### src/rtl/hfbe_pkg.sv
// ----------------------------------------------------------------------------
// hfbe_pkg
// Shared types, codes and the crc helper of the hdlc bit encoder.
// ----------------------------------------------------------------------------
`default_nettype none

package hfbe_pkg;

  // action codes on the input tuser field
  localparam logic [1:0] ACT_FLAG = 2'd0;
  localparam logic [1:0] ACT_DATA = 2'd1;
  localparam logic [1:0] ACT_FCS  = 2'd2;

  localparam logic [7:0]  FLAG_PATTERN = 8'h7E;
  localparam logic [15:0] CRC_INIT     = 16'hFFFF;
  localparam logic [15:0] CRC_POLY     = 16'h8408;
  localparam logic [2:0]  RUN_LIMIT    = 3'd5;

  // most line bits one byte can produce (8 data plus 2 stuffed zeros)
  localparam int unsigned SEG_BITS = 10;

  // one encoded byte worth of line levels, oldest in bit 0
  typedef struct packed {
    logic [SEG_BITS-1:0] bits;
    logic [3:0]          cnt;
    logic                last;
  } seg_t;

  // reflected crc-16, one byte
  function automatic logic [15:0] crc_update(input logic [15:0] crc, input logic [7:0] b);
    logic [15:0] c;
    c = crc ^ {8'h00, b};
    for (int i = 0; i < 8; i++) begin
      if (c[0]) begin
        c = (c >> 1) ^ CRC_POLY;
      end else begin
        c = c >> 1;
      end
    end
    return c;
  endfunction

endpackage

`default_nettype wire

### src/rtl/hfbe_front.sv
// ----------------------------------------------------------------------------
// hfbe_front
// Holds one action, keeps the frame state and encodes one byte per pass
// into nrzi line levels, with zero insertion for data and fcs bytes.
// ----------------------------------------------------------------------------
`default_nettype none

module hfbe_front (
  input  wire logic          clk,
  input  wire logic          rst,
  input  wire logic          in_valid,
  output logic               in_ready,
  input  wire logic [1:0]    in_action,
  input  wire logic [7:0]    in_byte,
  output logic               seg_valid,
  input  wire logic          seg_ready,
  output hfbe_pkg::seg_t     seg
);

  logic        hold_valid;
  logic [1:0]  hold_action;
  logic [7:0]  hold_byte;
  logic        hold_phase;

  logic [15:0] crc;
  logic [2:0]  run;
  logic        lvl;

  logic [15:0] crc_next;
  logic [2:0]  run_next;
  logic        lvl_next;

  logic        fire;
  logic        fcs_first;
  logic        accept;
  logic [7:0]  enc_byte;
  logic        raw;

  hfbe_pkg::seg_t enc;

  assign fire      = hold_valid && seg_ready;
  assign fcs_first = (hold_action == hfbe_pkg::ACT_FCS) && !hold_phase;
  assign in_ready  = !hold_valid || (fire && !fcs_first);
  assign accept    = in_valid && in_ready;

  assign seg_valid = hold_valid;
  assign seg       = enc;

  always_comb begin
    logic [3:0] n;
    logic [2:0] r;
    logic       l;
    enc_byte = hold_byte;
    raw      = 1'b0;
    crc_next = crc;
    enc.last = 1'b1;
    unique case (hold_action)
      hfbe_pkg::ACT_FLAG: begin
        enc_byte = hfbe_pkg::FLAG_PATTERN;
        raw      = 1'b1;
        crc_next = hfbe_pkg::CRC_INIT;
      end
      hfbe_pkg::ACT_DATA: begin
        crc_next = hfbe_pkg::crc_update(crc, hold_byte);
      end
      hfbe_pkg::ACT_FCS: begin
        enc_byte = hold_phase ? ~crc[15:8] : ~crc[7:0];
        enc.last = hold_phase;
      end
      default: begin
        enc_byte = hold_byte;
      end
    endcase

    n = 4'd0;
    r = run;
    l = lvl;
    enc.bits = '0;
    for (int i = 0; i < 8; i++) begin
      if (enc_byte[i]) begin
        r = r + 3'd1;
      end else begin
        r = 3'd0;
        l = ~l;
      end
      enc.bits[n] = l;
      n = n + 4'd1;
      if (!raw && r >= hfbe_pkg::RUN_LIMIT) begin
        r = 3'd0;
        l = ~l;
        enc.bits[n] = l;
        n = n + 4'd1;
      end
    end
    enc.cnt  = n;
    run_next = raw ? 3'd0 : r;
    lvl_next = l;
  end

  always_ff @(posedge clk) begin
    if (rst) begin
      hold_valid <= 1'b0;
      hold_phase <= 1'b0;
      crc        <= hfbe_pkg::CRC_INIT;
      run        <= 3'd0;
      lvl        <= 1'b1;
    end else begin
      if (fire) begin
        crc <= crc_next;
        run <= run_next;
        lvl <= lvl_next;
      end
      // unused action code is taken and dropped
      if (accept && (in_action == hfbe_pkg::ACT_FLAG || in_action == hfbe_pkg::ACT_DATA ||
                     in_action == hfbe_pkg::ACT_FCS)) begin
        hold_valid <= 1'b1;
        hold_phase <= 1'b0;
      end else if (fire) begin
        if (fcs_first) begin
          hold_phase <= 1'b1;
        end else begin
          hold_valid <= 1'b0;
        end
      end
    end
  end

  always_ff @(posedge clk) begin
    if (accept) begin
      hold_action <= in_action;
      hold_byte   <= in_byte;
    end
  end

endmodule

`default_nettype wire

### src/rtl/hfbe_ser.sv
// ----------------------------------------------------------------------------
// hfbe_ser
// Buffers one encoded segment and shifts line levels out one per cycle while out_ready is high.
// ----------------------------------------------------------------------------
`default_nettype none

module hfbe_ser (
  input  wire logic           clk,
  input  wire logic           rst,
  input  wire logic           seg_valid,
  output logic                seg_ready,
  input  wire hfbe_pkg::seg_t seg,
  output logic                out_valid,
  input  wire logic           out_ready,
  output logic                out_bit,
  output logic                out_last
);

  logic           buf_valid;
  hfbe_pkg::seg_t buf_seg;

  logic [hfbe_pkg::SEG_BITS-1:0] sh_bits;
  logic [3:0]                    sh_cnt;
  logic                          sh_last;

  logic take;
  logic load;

  assign out_valid = (sh_cnt != 4'd0);
  assign out_bit   = sh_bits[0];
  assign out_last  = sh_last && (sh_cnt == 4'd1);
  assign take      = out_valid && out_ready;
  // refill the shifter when empty or on its final bit
  assign load      = buf_valid && ((sh_cnt == 4'd0) || (take && sh_cnt == 4'd1));
  assign seg_ready = !buf_valid || load;

  always_ff @(posedge clk) begin
    if (rst) begin
      buf_valid <= 1'b0;
      sh_cnt    <= 4'd0;
    end else begin
      if (seg_valid && seg_ready) begin
        buf_valid <= 1'b1;
      end else if (load) begin
        buf_valid <= 1'b0;
      end
      if (load) begin
        sh_cnt <= buf_seg.cnt;
      end else if (take) begin
        sh_cnt <= sh_cnt - 4'd1;
      end
    end
  end

  always_ff @(posedge clk) begin
    if (seg_valid && seg_ready) begin
      buf_seg <= seg;
    end
    if (load) begin
      sh_bits <= buf_seg.bits;
      sh_last <= buf_seg.last;
    end else if (take) begin
      sh_bits <= {1'b0, sh_bits[hfbe_pkg::SEG_BITS-1:1]};
    end
  end

endmodule

`default_nettype wire

### src/rtl/hdlc_frame_bit_encoder_top.sv
// ----------------------------------------------------------------------------
// hdlc_frame_bit_encoder_top
// HDLC transmit bit encoder: flag, stuffed data with crc-16, and fcs.
// ----------------------------------------------------------------------------
// Input stream: one request per action. tuser carries the action (flag, data
// byte, fcs), tdata the byte. Output stream: one request per line bit, the
// nrzi level in tdata bit 0, tlast on the final bit of each action.
// A held action is encoded one byte per cycle into a segment buffer while
// that buffer has room, and a shifter sends one line bit per cycle while the
// receiver is ready. A flag or data byte gives 8 to 10 bits, an fcs 16 to 20,
// so the sustained rate is set by the one-bit-per-cycle shifter. The first
// bit passes the held action, the segment buffer and the shifter in turn. A
// new action is taken while earlier bits are still being shifted out.
// Reset empties all stages, sets the crc to all ones, clears the ones run
// and sets the nrzi line level high. When the receiver stalls, the current
// bit holds, and the buffer and held action fill before tready drops.
// The unused action code is taken and gives no bits.
// ----------------------------------------------------------------------------
`default_nettype none

module hdlc_frame_bit_encoder_top (
  input  wire logic       clk,
  input  wire logic       rst,
  input  wire logic       s_axis_tvalid,
  output logic            s_axis_tready,
  input  wire logic [7:0] s_axis_tdata,   // [7:0] data_byte
  input  wire logic [1:0] s_axis_tuser,   // [1:0] action
  output logic            m_axis_tvalid,
  input  wire logic       m_axis_tready,
  output logic [7:0]      m_axis_tdata,   // [0] line_bit, [7:1] zero
  output logic            m_axis_tlast
);

  logic           seg_valid;
  logic           seg_ready;
  hfbe_pkg::seg_t seg;
  logic           line_bit;

  hfbe_front u_front (
    .clk       (clk),
    .rst       (rst),
    .in_valid  (s_axis_tvalid),
    .in_ready  (s_axis_tready),
    .in_action (s_axis_tuser),
    .in_byte   (s_axis_tdata),
    .seg_valid (seg_valid),
    .seg_ready (seg_ready),
    .seg       (seg)
  );

  hfbe_ser u_ser (
    .clk       (clk),
    .rst       (rst),
    .seg_valid (seg_valid),
    .seg_ready (seg_ready),
    .seg       (seg),
    .out_valid (m_axis_tvalid),
    .out_ready (m_axis_tready),
    .out_bit   (line_bit),
    .out_last  (m_axis_tlast)
  );

  assign m_axis_tdata = {7'd0, line_bit};

endmodule

`default_nettype wire

### config.mk
export PLATFORM = sky130hd
export DESIGN_NAME = hdlc_frame_bit_encoder_top
export DESIGN_NICKNAME = d
export VERILOG_FILES = /design/src/rtl/hfbe_pkg.sv /design/src/rtl/hfbe_front.sv /design/src/rtl/hfbe_ser.sv /design/src/rtl/hdlc_frame_bit_encoder_top.sv
export SDC_FILE = /design/constraint.sdc
export NUM_CORES = 1
export LEC_CHECK = 0
export ABC_AREA = 1
export BUFFER_PORTS_ARGS = -buffer_cell sky130_fd_sc_hd__buf_2
export CAP_MARGIN = 20
export CORE_ASPECT_RATIO = 0.7
export CORE_UTILIZATION = 40
export DETAILED_ROUTE_END_ITERATION = 6
export PLACE_DENSITY = 0.65
export SKIP_LAST_GASP = 1
export SYNTH_ARGS = -nofsm -noshare
export SYNTH_HDL_FRONTEND = slang
export SYNTH_SLANG_ARGS = --single-unit
export TNS_END_PERCENT = 30
### constraint.sdc
create_clock -name clk -period 9.3 [get_ports clk]
set_input_delay 1.86 -clock clk [delete_from_list [all_inputs] [get_ports clk]]
set_output_delay 1.86 -clock clk [all_outputs]
set_load 0.005 [all_outputs]
==> metrics.yaml, run 1 <==
finClkSkew_ns: 0.006291
ys_ff_latch: 63
postCtsHoldBufs: 0
clockRootBuffer: "clkbuf_16"
seqCellArea_sq_um: 1622
cts_buffer_depth: 2
vias: 7425
async_flop_share_pct: 0
tns_ns: 0
max_slew.worst_pin.slew_ns: 0.9648
r2r-start: "u_front.hold_action[1]$_DFFE_PP_"
worst_setup_hold_path_clk_slew_ns: 0.05
clock-sinks: 63
die_area_sq_um: 18920
start_kind: "flop"
hold_path.class: "flop to flop"
cts_buffers: 9
grt_max_degree: 23
dr.pass1.iters: 6
r2r_slack_ns: 1.52
powerDensity_nw_per_um2: 208.0
fin_crit_ns: 7.783
overflow: 0
row_count: 41
path_delay_family: "simple AND/OR/NAND/NOR gates"
clk_latency_ns: 0.32
criticalPathCategory: "flop to flop"
cp_data_required_time_ns: 9.37
start_util_pct: 40.79
final_util_pct: 43.46
die-height_um: 115.4
netlist_area_sq_um: 7345
synth_cells: 1163
peakVddDrop_uv: 151.5
gp_congestion: 0.8934
viasPerCell: 5.266
rsz0062_at_grt: "no"
max_freq_mhz: 128.5
yosysUniqueCellTypes: 46
power_uw: 1628
drc: 0
max_cap_violations: 0
cts_setup_buffers: 0
synth-edff-count: 36
multi_input_comb_area_sq_um: 5014
period_share_pct: 83.69
crit_fanout: 13
final_layout_size_suffix_gt1_share_pct: 11.75
r2r_cells: 48
layout_commonest_cell: "nand2_1"
path_depth: 48
mostFrequentLayoutCells: "nand2_1, nand3_1, inv_1"
fin_nets: 1223
path_buf_inv: 9
hold_viol: 0
cp-startpoint: "u_front.hold_action[1]$_DFFE_PP_"
wl_um: 18810
reg2reg_to: "u_ser.buf_seg[8]$_DFFE_PP_"
finalSetupViolCount: 0
grt_usage_pct: 20.60
portBuffers: 17
grt_pass1_wl_um: 31530
status: "complete, no violations"
cts_tree: "built"
drt-initial-drc-count: 697
core_sq_um: 18010
synth_flop_cell: "edfxtp_1"
ys_warn_count: 0
htree_levels: 3
p_leak_uw: 0.003708
hpwl_um: 14510
hold_start: "u_ser.buf_seg[0]$_SDFFCE_PP1P_"
fillers: 1923
n_antenna_cell: 0
seq_area_frac_synth_pct: 22.08
ant_nets: 0
slowest_stage: "nor2_1"
post_cts_resized: 0
critPathMaxStageDelay_ns: 0.63
dp_worst_setup_slack_ns: 1.546
arrival_ns: 7.85
area_delta_synth_final_pct: 6.559
maxSlewHeadroom_pct: 35.44
crit_end: "u_ser.buf_seg[8]$_DFFE_PP_"
setup_ws_ns: 1.517
crit_top_cell: "nand2_1"
maxSlewViolCount: 0
cp-end-kind: "flop"
num_io_pins: 25
synth_area_per_cell_sq_um: 6.315
antenna_found_initial: 0
wire_per_inst_um: 13.34
fp.dieW_um: 164.0
grt_pass1_vias: 6450
-- sequential cells by signal, indices dropped and copies added, names as in the netlist --
register,cells
u_ser.buf_valid,1
u_front.hold_action,2
u_front.hold_byte,8
u_front.run,3
u_front.seg_valid,1
u_front.lvl,1
u_front.hold_phase,1
u_ser.sh_bits,10
u_front.crc,16
u_ser.sh_last,1
u_ser.buf_seg,15
u_ser.sh_cnt,4
-- stage by stage --
| step | hold WS (ns) | instances | instance area (sq um) |
|---|---|---|---|
| after floorplan | 0.4003 | 1169 | 7367 |
| after global placement | 0.4099 | 1394 | 7569 |
| after detailed placement | 0.4403 | 1394 | 7569 |
| after CTS | 0.4478 | 1410 | 7826 |
| after global routing | 0.4617 | 1410 | 7826 |
| final | 0.4404 | 1410 | 7826 |
-- Yosys cell counts (3+ instances only) --
library cell / n / share of area, %
nand4_1: 49 / 4.2
nor2_1: 94 / 4.8
o22ai_1: 10 / 0.85
nor2_2: 7 / 0.60
dfxtp_1: 27 / 7.4
xnor2_1: 17 / 2.0
nor2_4: 14 / 2.1
o21bai_1: 3 / 0.31
nor3_1: 12 / 0.82
buf_4: 10 / 1.0
xor2_1: 11 / 1.3
o21ai_0: 47 / 3.2
nand3b_1: 4 / 0.41
inv_2: 10 / 0.51
or2_2: 5 / 0.43
buf_6: 5 / 0.77
nand3_2: 10 / 1.4
nand2_1: 359 / 18
inv_1: 129 / 6.6
clkbuf_1: 12 / 0.61
a211oi_1: 3 / 0.31
nand2_2: 34 / 2.9
a21oi_1: 25 / 1.7
nand2_4: 16 / 2.5
o21a_1: 3 / 0.31
edfxtp_1: 36 / 15
nand3_1: 139 / 9.5
ha_1: 39 / 6.6
o211ai_1: 11 / 1.1
-- routing by layer --
metal	wire (um)	up-vias	share of wire, %	GRT usage, %
met5	0	-	0	0
met4	103	0	0.55	4.321
met3	1504	9	8.0	2.309
met2	7218	251	38	29.01
met1	9981	3350	53	32.79
li1	-	3815	-	-
-- power by group --
| group | switching [uW] | internal (uW) |
|---|---|---|
| registers | 23.3 | 375 |
| logic | 674 | 268 |
| clock network | 110 | 177 |
-- final cells by class --
| class | instances | area share (%) |
|---|---|---|
| inverters | 144 | 6.970 |
| clock buffers | 11 | 2.974 |
| clock inverters | 5 | 0.3197 |
| well taps | 236 | 3.773 |
| multi-input cells | 933 | 64.06 |
| repair buffers | 18 | 1.183 |
| flip-flops and latches | 63 | 20.72 |
-- worst min path at each step --
stage | endpoint | slack, ns | cells after the start
2_1_floorplan | u_ser.sh_last$_DFFE_PP_ | 0.40 | 0
3_3_place_gp | u_ser.sh_last$_DFFE_PP_ | 0.41 | 0
3_5_place_dp | u_ser.sh_last$_DFFE_PP_ | 0.44 | 0
4_1_cts | u_ser.sh_last$_DFFE_PP_ | 0.45 | 0
5_1_grt | u_ser.sh_last$_DFFE_PP_ | 0.46 | 0
6_report | u_ser.sh_last$_DFFE_PP_ | 0.44 | 0
-- cell families (layout without fill, tap and decap cells) --
logic type | Yosys count | in the layout | synth area share (%)
buffers and inverters | 173 | 178 | 9.966
AOI/OAI and AO/OA | 112 | 112 | 9.012
adders and majority gates | 40 | 40 | 6.917
other | 1 | 7 | 0.05106
xor gates and xnor gates | 29 | 29 | 3.560
and+or+nand+nor | 745 | 745 | 48.42
DFF | 63 | 63 | 22.08
(Power assumes the default switching activity.)
==> inputs of run 2 (changes only) <==
==> constraint.sdc (replaced) <==
create_clock -name clk -period 8 [get_ports clk]
set_input_delay 1.6 -clock clk [delete_from_list [all_inputs] [get_ports clk]]
set_output_delay 1.6 -clock clk [all_outputs]
set_load 0.005 [all_outputs]
==> run 2 against run 1 <==
Effect of this change:
- die area unchanged
- highest routed layer unchanged
- clock power up 15%
- cell count up 0.64%
- total power up 18%
- largest cell class unchanged
- non-clock buffer count up 9
- hold slack worse by 0.0024 ns
- maximum frequency up 6.6%
- first-iteration DRC count down 7.0%
==> metrics.yaml, run 2 (same netlist as run 1, synthesis figures left out) <==
fin_crit_ns: 7.304  # -0.4790 ns
arrival_ns: 7.39  # -0.46 ns
clock-sinks: 63  # unchanged
die_area_sq_um: 18920  # unchanged
slowest_stage: "fa_2"
whs_ns: 0.4379  # -0.002437 ns
clockRootBuffer: "clkbuf_16"
finalSetupViolCount: 0  # unchanged
top_register: "u_front.crc"
antenna_found_initial: 0  # unchanged
status: "complete, no violations"
worst_setup_hold_path_clk_slew_ns: 0.05  # about the same
maxSlewViolCount: 0  # unchanged
tns_ns: 0  # unchanged
drt-initial-drc-count: 648  # -7.0%
cp-end-kind: "flop"
max_cap_violations: 0  # unchanged
grt_max_degree: 23  # unchanged
grt_pass1_wl_um: 31770  # +0.79%
fp.dieW_um: 164.0  # unchanged
viasPerCell: 5.290  # +0.46%
overflow: 0  # unchanged
cts_buffers: 9  # unchanged
start_kind: "flop"
clk_latency_ns: 0.33  # about the same
final_layout_size_suffix_gt1_share_pct: 13.19  # +1.4 points
maxSlewHeadroom_pct: 35.69  # +0.24 points
power_uw: 1918  # +18%
die-height_um: 115.4  # unchanged
rsz0062_at_grt: "yes"
powerDensity_nw_per_um2: 240.9  # +16%
ant_nets: 0  # unchanged
dp_cells: 1397  # +0.22%
reg_top3: "u_front.crc x16, u_ser.buf_seg x15, u_ser.sh_bits x10"
cp_data_required_time_ns: 8.08  # -1.29 ns
cts_tree: "built"
num_io_pins: 25  # unchanged
grt_pass1_vias: 6551  # +1.6%
fin_nets: 1232  # +0.74%
max_slew.worst_pin.slew_ns: 0.9612  # -0.003646 ns
portBuffers: 17  # unchanged
row_count: 41  # unchanged
setup_ws_ns: 0.6961  # -0.8210 ns
stdcell_count: 1419  # +0.64%
finClkSkew_ns: 0.005609  # -0.0006818 ns
largest_reg_flops: 16  # unchanged
cts_buffer_depth: 2  # unchanged
layout_commonest_cell: "nand2_1"
dr.pass1.iters: 5  # -1
wl_um: 19030  # +1.2%
dp_worst_setup_slack_ns: 0.2538  # -1.292 ns
p_leak_uw: 0.003749  # +1.1%
hold_path.class: "flop to flop"
crit_top_cell: "inv_1"
hpwl_um: 14780  # +1.9%
htree_levels: 3  # unchanged
mostFrequentLayoutCells: "nand2_1, nand3_1, inv_1"
hold_viol: 0  # unchanged
crit_fanout: 16  # +3
wire_per_inst_um: 13.41  # +0.52%
start_util_pct: 40.79  # unchanged
period_share_pct: 91.30  # +7.6 points
drc: 0  # unchanged
gp_congestion: 0.8940  # about the same
core_sq_um: 18010  # unchanged
criticalPathCategory: "flop to flop"
vias: 7507  # +1.1%
grt_usage_pct: 20.68  # +0.080 points
n_antenna_cell: 0  # unchanged
area_delta_synth_final_pct: 8.433
max_freq_mhz: 136.9  # +6.6%
peakVddDrop_uv: 210.0  # +39%
postCtsHoldBufs: 0  # unchanged
critPathMaxStageDelay_ns: 0.63  # about the same
## run 2: cell types whose count changed in the layout (fill, tap and decap cells not counted), sizes merged
cell / delta
buf: +9
clkbuf: -2
clkinv: +2
## run 2: path summary, 6_finish.rpt
kind	depth (start not counted)	startpoint	endpoint	slack, ns
min	0	u_ser.buf_seg[0]$_SDFFCE_PP1P_	u_ser.sh_last$_DFFE_PP_	0.44
max reg2reg	50	u_front.hold_action[1]$_DFFE_PP_	u_ser.buf_seg[8]$_DFFE_PP_	0.70
max	50	u_front.hold_action[1]$_DFFE_PP_	u_ser.buf_seg[8]$_DFFE_PP_	0.70
min reg2reg	0	u_ser.buf_seg[0]$_SDFFCE_PP1P_	u_ser.sh_last$_DFFE_PP_	0.44
## run 2: critical path: cells and delay by family, from the launching register on
| family | cells | cell delay, ns |
|---|---|---|
| AND/OR/NAND/NOR | 27 | 2.95 |
| adder cells (fa/ha/maj) | 7 | 2.13 |
| buffers and inverters | 15 | 1.39 |
| flip-flops | 1 | 0.44 |
| AO/OA/AOI/OAI | 1 | 0.16 |
## run 2: final cells by class
| class | instances | area (sq um) |
|---|---|---|
| sequential | 63 | 1622 |
| clock buffer | 9 | 225.2 |
| fill | 1887 | 10040 |
| multi-input combinational | 933 | 5086 |
| clock inverter | 7 | 30.03 |
| timing repair buffer | 27 | 160.2 |
| inverter | 144 | 545.5 |
| tap | 236 | 295.3 |
## run 2: per-layer routing
metal	wire length (um)	global-route usage (%)
met1	10330	32.59
met2	7404	29.44
met3	1122	2.381
met5	0	0
met4	167	4.506
## run 2: report_power, final
part | leakage (uW) | total (uW) | switching, uW | internal, uW
Combinational | 0.00306 | 1120 | 797 | 327
Clock | 0.000129 | 332 | 129 | 203
Sequential | 0.000563 | 463 | 27.1 | 436
Total | 0.00375 | 1920 | 953 | 965
## run 2: through the flow
stage	cell area (sq um)	utilization [%]
6_report	7964	44.23
3_5_place_dp	7591	42.16
3_3_place_gp	7591	42.16
2_1_floorplan	7367	-
4_1_cts	7846	43.58
5_1_grt	7964	44.23
## run 2: timing repair
action | in CTS | in global routing
setup endpoints to repair | 0 | 15
setup buffers | 0 | 6
resized for setup | 0 | 20
==> inputs of run 3 (changes only) <==
--- a/config.mk
+++ b/config.mk
@@ -9,9 +9,9 @@
 export BUFFER_PORTS_ARGS = -buffer_cell sky130_fd_sc_hd__buf_2
 export CAP_MARGIN = 20
 export CORE_ASPECT_RATIO = 0.7
-export CORE_UTILIZATION = 40
+export CORE_UTILIZATION = 60
 export DETAILED_ROUTE_END_ITERATION = 6
-export PLACE_DENSITY = 0.65
+export PLACE_DENSITY = 0.87
 export SKIP_LAST_GASP = 1
 export SYNTH_ARGS = -nofsm -noshare
 export SYNTH_HDL_FRONTEND = slang
==> run 3 against run 2 <==
Effect of this change:
- wire length is 0.42% higher
- clock-buffer cell count grew 3
- sequential share of layout area increased by 0.20 points
- flip-flop and latch count did not move
- critical path depth fell by 1
- combinational power is essentially flat
- cell count down 5.8%
==> metrics.yaml, run 3 (same netlist as run 1, synthesis figures left out) <==
critPathMaxStageDelay_ns: 0.64  # about the same
drc: 0  # unchanged
clockRootBuffer: "clkbuf_16"
postCtsHoldBufs: 0  # unchanged
final_layout_size_suffix_gt1_share_pct: 13.31  # +0.12 points
crit_fanout: 16  # unchanged
portBuffers: 17  # unchanged
cp-end-kind: "flop"
mostFrequentLayoutCells: "nand2_1, nand3_1, inv_1"
layout_commonest_cell: "nand2_1"
hold_path.class: "flop to flop"
powerDensity_nw_per_um2: 252.0  # +4.6%
grt_max_degree: 23  # unchanged
hpwl_um: 14240  # -3.6%
max_cap_violations: 0  # unchanged
maxSlewHeadroom_pct: 35.89  # +0.21 points
max_slew.worst_pin.slew_ns: 0.9581  # -0.003078 ns
wire_per_inst_um: 14.29  # +6.6%
cp_data_required_time_ns: 8.08  # about the same
maxSlewViolCount: 0  # unchanged
fp.dieW_um: 134.2  # -18%
finalSetupViolCount: 0  # unchanged
finClkSkew_ns: 0.007021  # +0.001412 ns
slowest_stage: "fa_2"
num_io_pins: 25  # unchanged
clock-sinks: 63  # unchanged
cts_buffers: 9  # unchanged
ant_nets: 0  # unchanged
core_sq_um: 11810  # -34%
grt_pass1_vias: 6756  # +3.1%
reg_top3: "u_front.crc x16, u_ser.buf_seg x15, u_ser.sh_bits x10"
fillers: 1016  # -46%
grt_usage_pct: 30.90  # +10 points
dr.pass1.iters: 5  # unchanged
p_leak_uw: 0.003761  # +0.30%
antenna_found_initial: 0  # unchanged
tns_ns: 0  # unchanged
vias: 7741  # +3.1%
period_share_pct: 92.10  # +0.80 points
clk_latency_ns: 0.32  # about the same
hold_viol: 0  # unchanged
peakVddDrop_uv: 202.2  # -3.7%
die-height_um: 94.57  # -18%
wl_um: 19110  # +0.42%
worst_setup_hold_path_clk_slew_ns: 0.06  # about the same
arrival_ns: 7.44  # +0.05 ns
final_util_pct: 66.78  # +23 points
start_kind: "flop"
fin_crit_ns: 7.368  # +0.06377 ns
cts_tree: "built"
grt_pass1_wl_um: 31870  # +0.31%
cts_buffer_depth: 2  # unchanged
fin_nets: 1229  # -0.24%
htree_levels: 3  # unchanged
gp_congestion: 0.9431  # +5.5%
row_count: 33  # -20%
rsz0062_at_grt: "no"
criticalPathCategory: "flop to flop"
top_register: "u_front.crc"
viasPerCell: 5.790  # +9.4%
die_area_sq_um: 12690  # -33%
start_util_pct: 62.20  # +21 points
n_antenna_cell: 0  # unchanged
overflow: 0  # unchanged
max_freq_mhz: 135.7  # -0.87%
drt-initial-drc-count: 835  # +29%
area_delta_synth_final_pct: 7.376
largest_reg_flops: 16  # unchanged
status: "complete, no violations"
-- run 3: critical path: cells and delay by family (launching register included) --
family	cells	cell delay, ns
AND/OR/NAND/NOR	27	3.05
adder cells (fa/ha/maj)	7	2.17
buffers and inverters	14	1.29
flip-flops	1	0.45
AO/OA/AOI/OAI	1	0.17
-- run 3: routing by layer --
layer	part of all wire (%)	GRT usage [%]
met4	0.82	5.150
met3	11	6.602
met1	46	44.06
met2	43	48.40
met5	0	0
-- run 3: worst paths after layout --
check / from / to / slack [ns] / cells past startpoint
max: u_front.hold_action[0]$_DFFE_PP_ / u_ser.buf_seg[11]$_DFFE_PP_ / 0.63 / 49
min: u_ser.buf_seg[0]$_SDFFCE_PP1P_ / u_ser.sh_last$_DFFE_PP_ / 0.43 / 0
max reg2reg: u_front.hold_action[0]$_DFFE_PP_ / u_ser.buf_seg[11]$_DFFE_PP_ / 0.63 / 49
min reg2reg: u_ser.buf_seg[0]$_SDFFCE_PP1P_ / u_ser.sh_last$_DFFE_PP_ / 0.43 / 0
-- run 3: what timing repair did --
item | CTS | global route
endpoints found under the setup margin | 0 | 15
endpoints found under the hold margin | 0 | 0
resized for setup | 0 | 17
setup buffers | 0 | 4
-- run 3: area by class of cell --
cell class                      instances  area (sq um)  share of cell area, %
Clock buffer                           12         289.0                  3.665
Clock inverter                          4         31.28                 0.3966
Inverter                              144         545.5                  6.917
Multi-Input combinational cell        933          5065                  64.22
Sequential cell                        63          1622                  20.56
Tap cell                              157         196.4                  2.491
Timing Repair Buffer                   24         137.6                  1.745
-- run 3: power breakdown --
group	total, uW	switching [uW]	internal [uW]
Clock	400	143	257
Sequential	465	29.0	436
Combinational	1120	800	322
-- run 3: through the flow --
| stage | setup slack (ns) | hold WS [ns] | std cells | instance area [sq um] | total power (uW) |
|---|---|---|---|---|---|
| floorplan | 1.124 | 0.4003 | 1169 | 7367 | 1345 |
| global placement | 0.6246 | 0.4014 | 1317 | 7485 | 1502 |
| detailed placement | 0.3027 | 0.4178 | 1317 | 7485 | 1538 |
| CTS | 0.2256 | 0.4314 | 1333 | 7805 | 1947 |
| global route | 0.007924 | 0.4420 | 1337 | 7886 | 2140 |
| finish | 0.6323 | 0.4304 | 1337 | 7886 | 1987 |
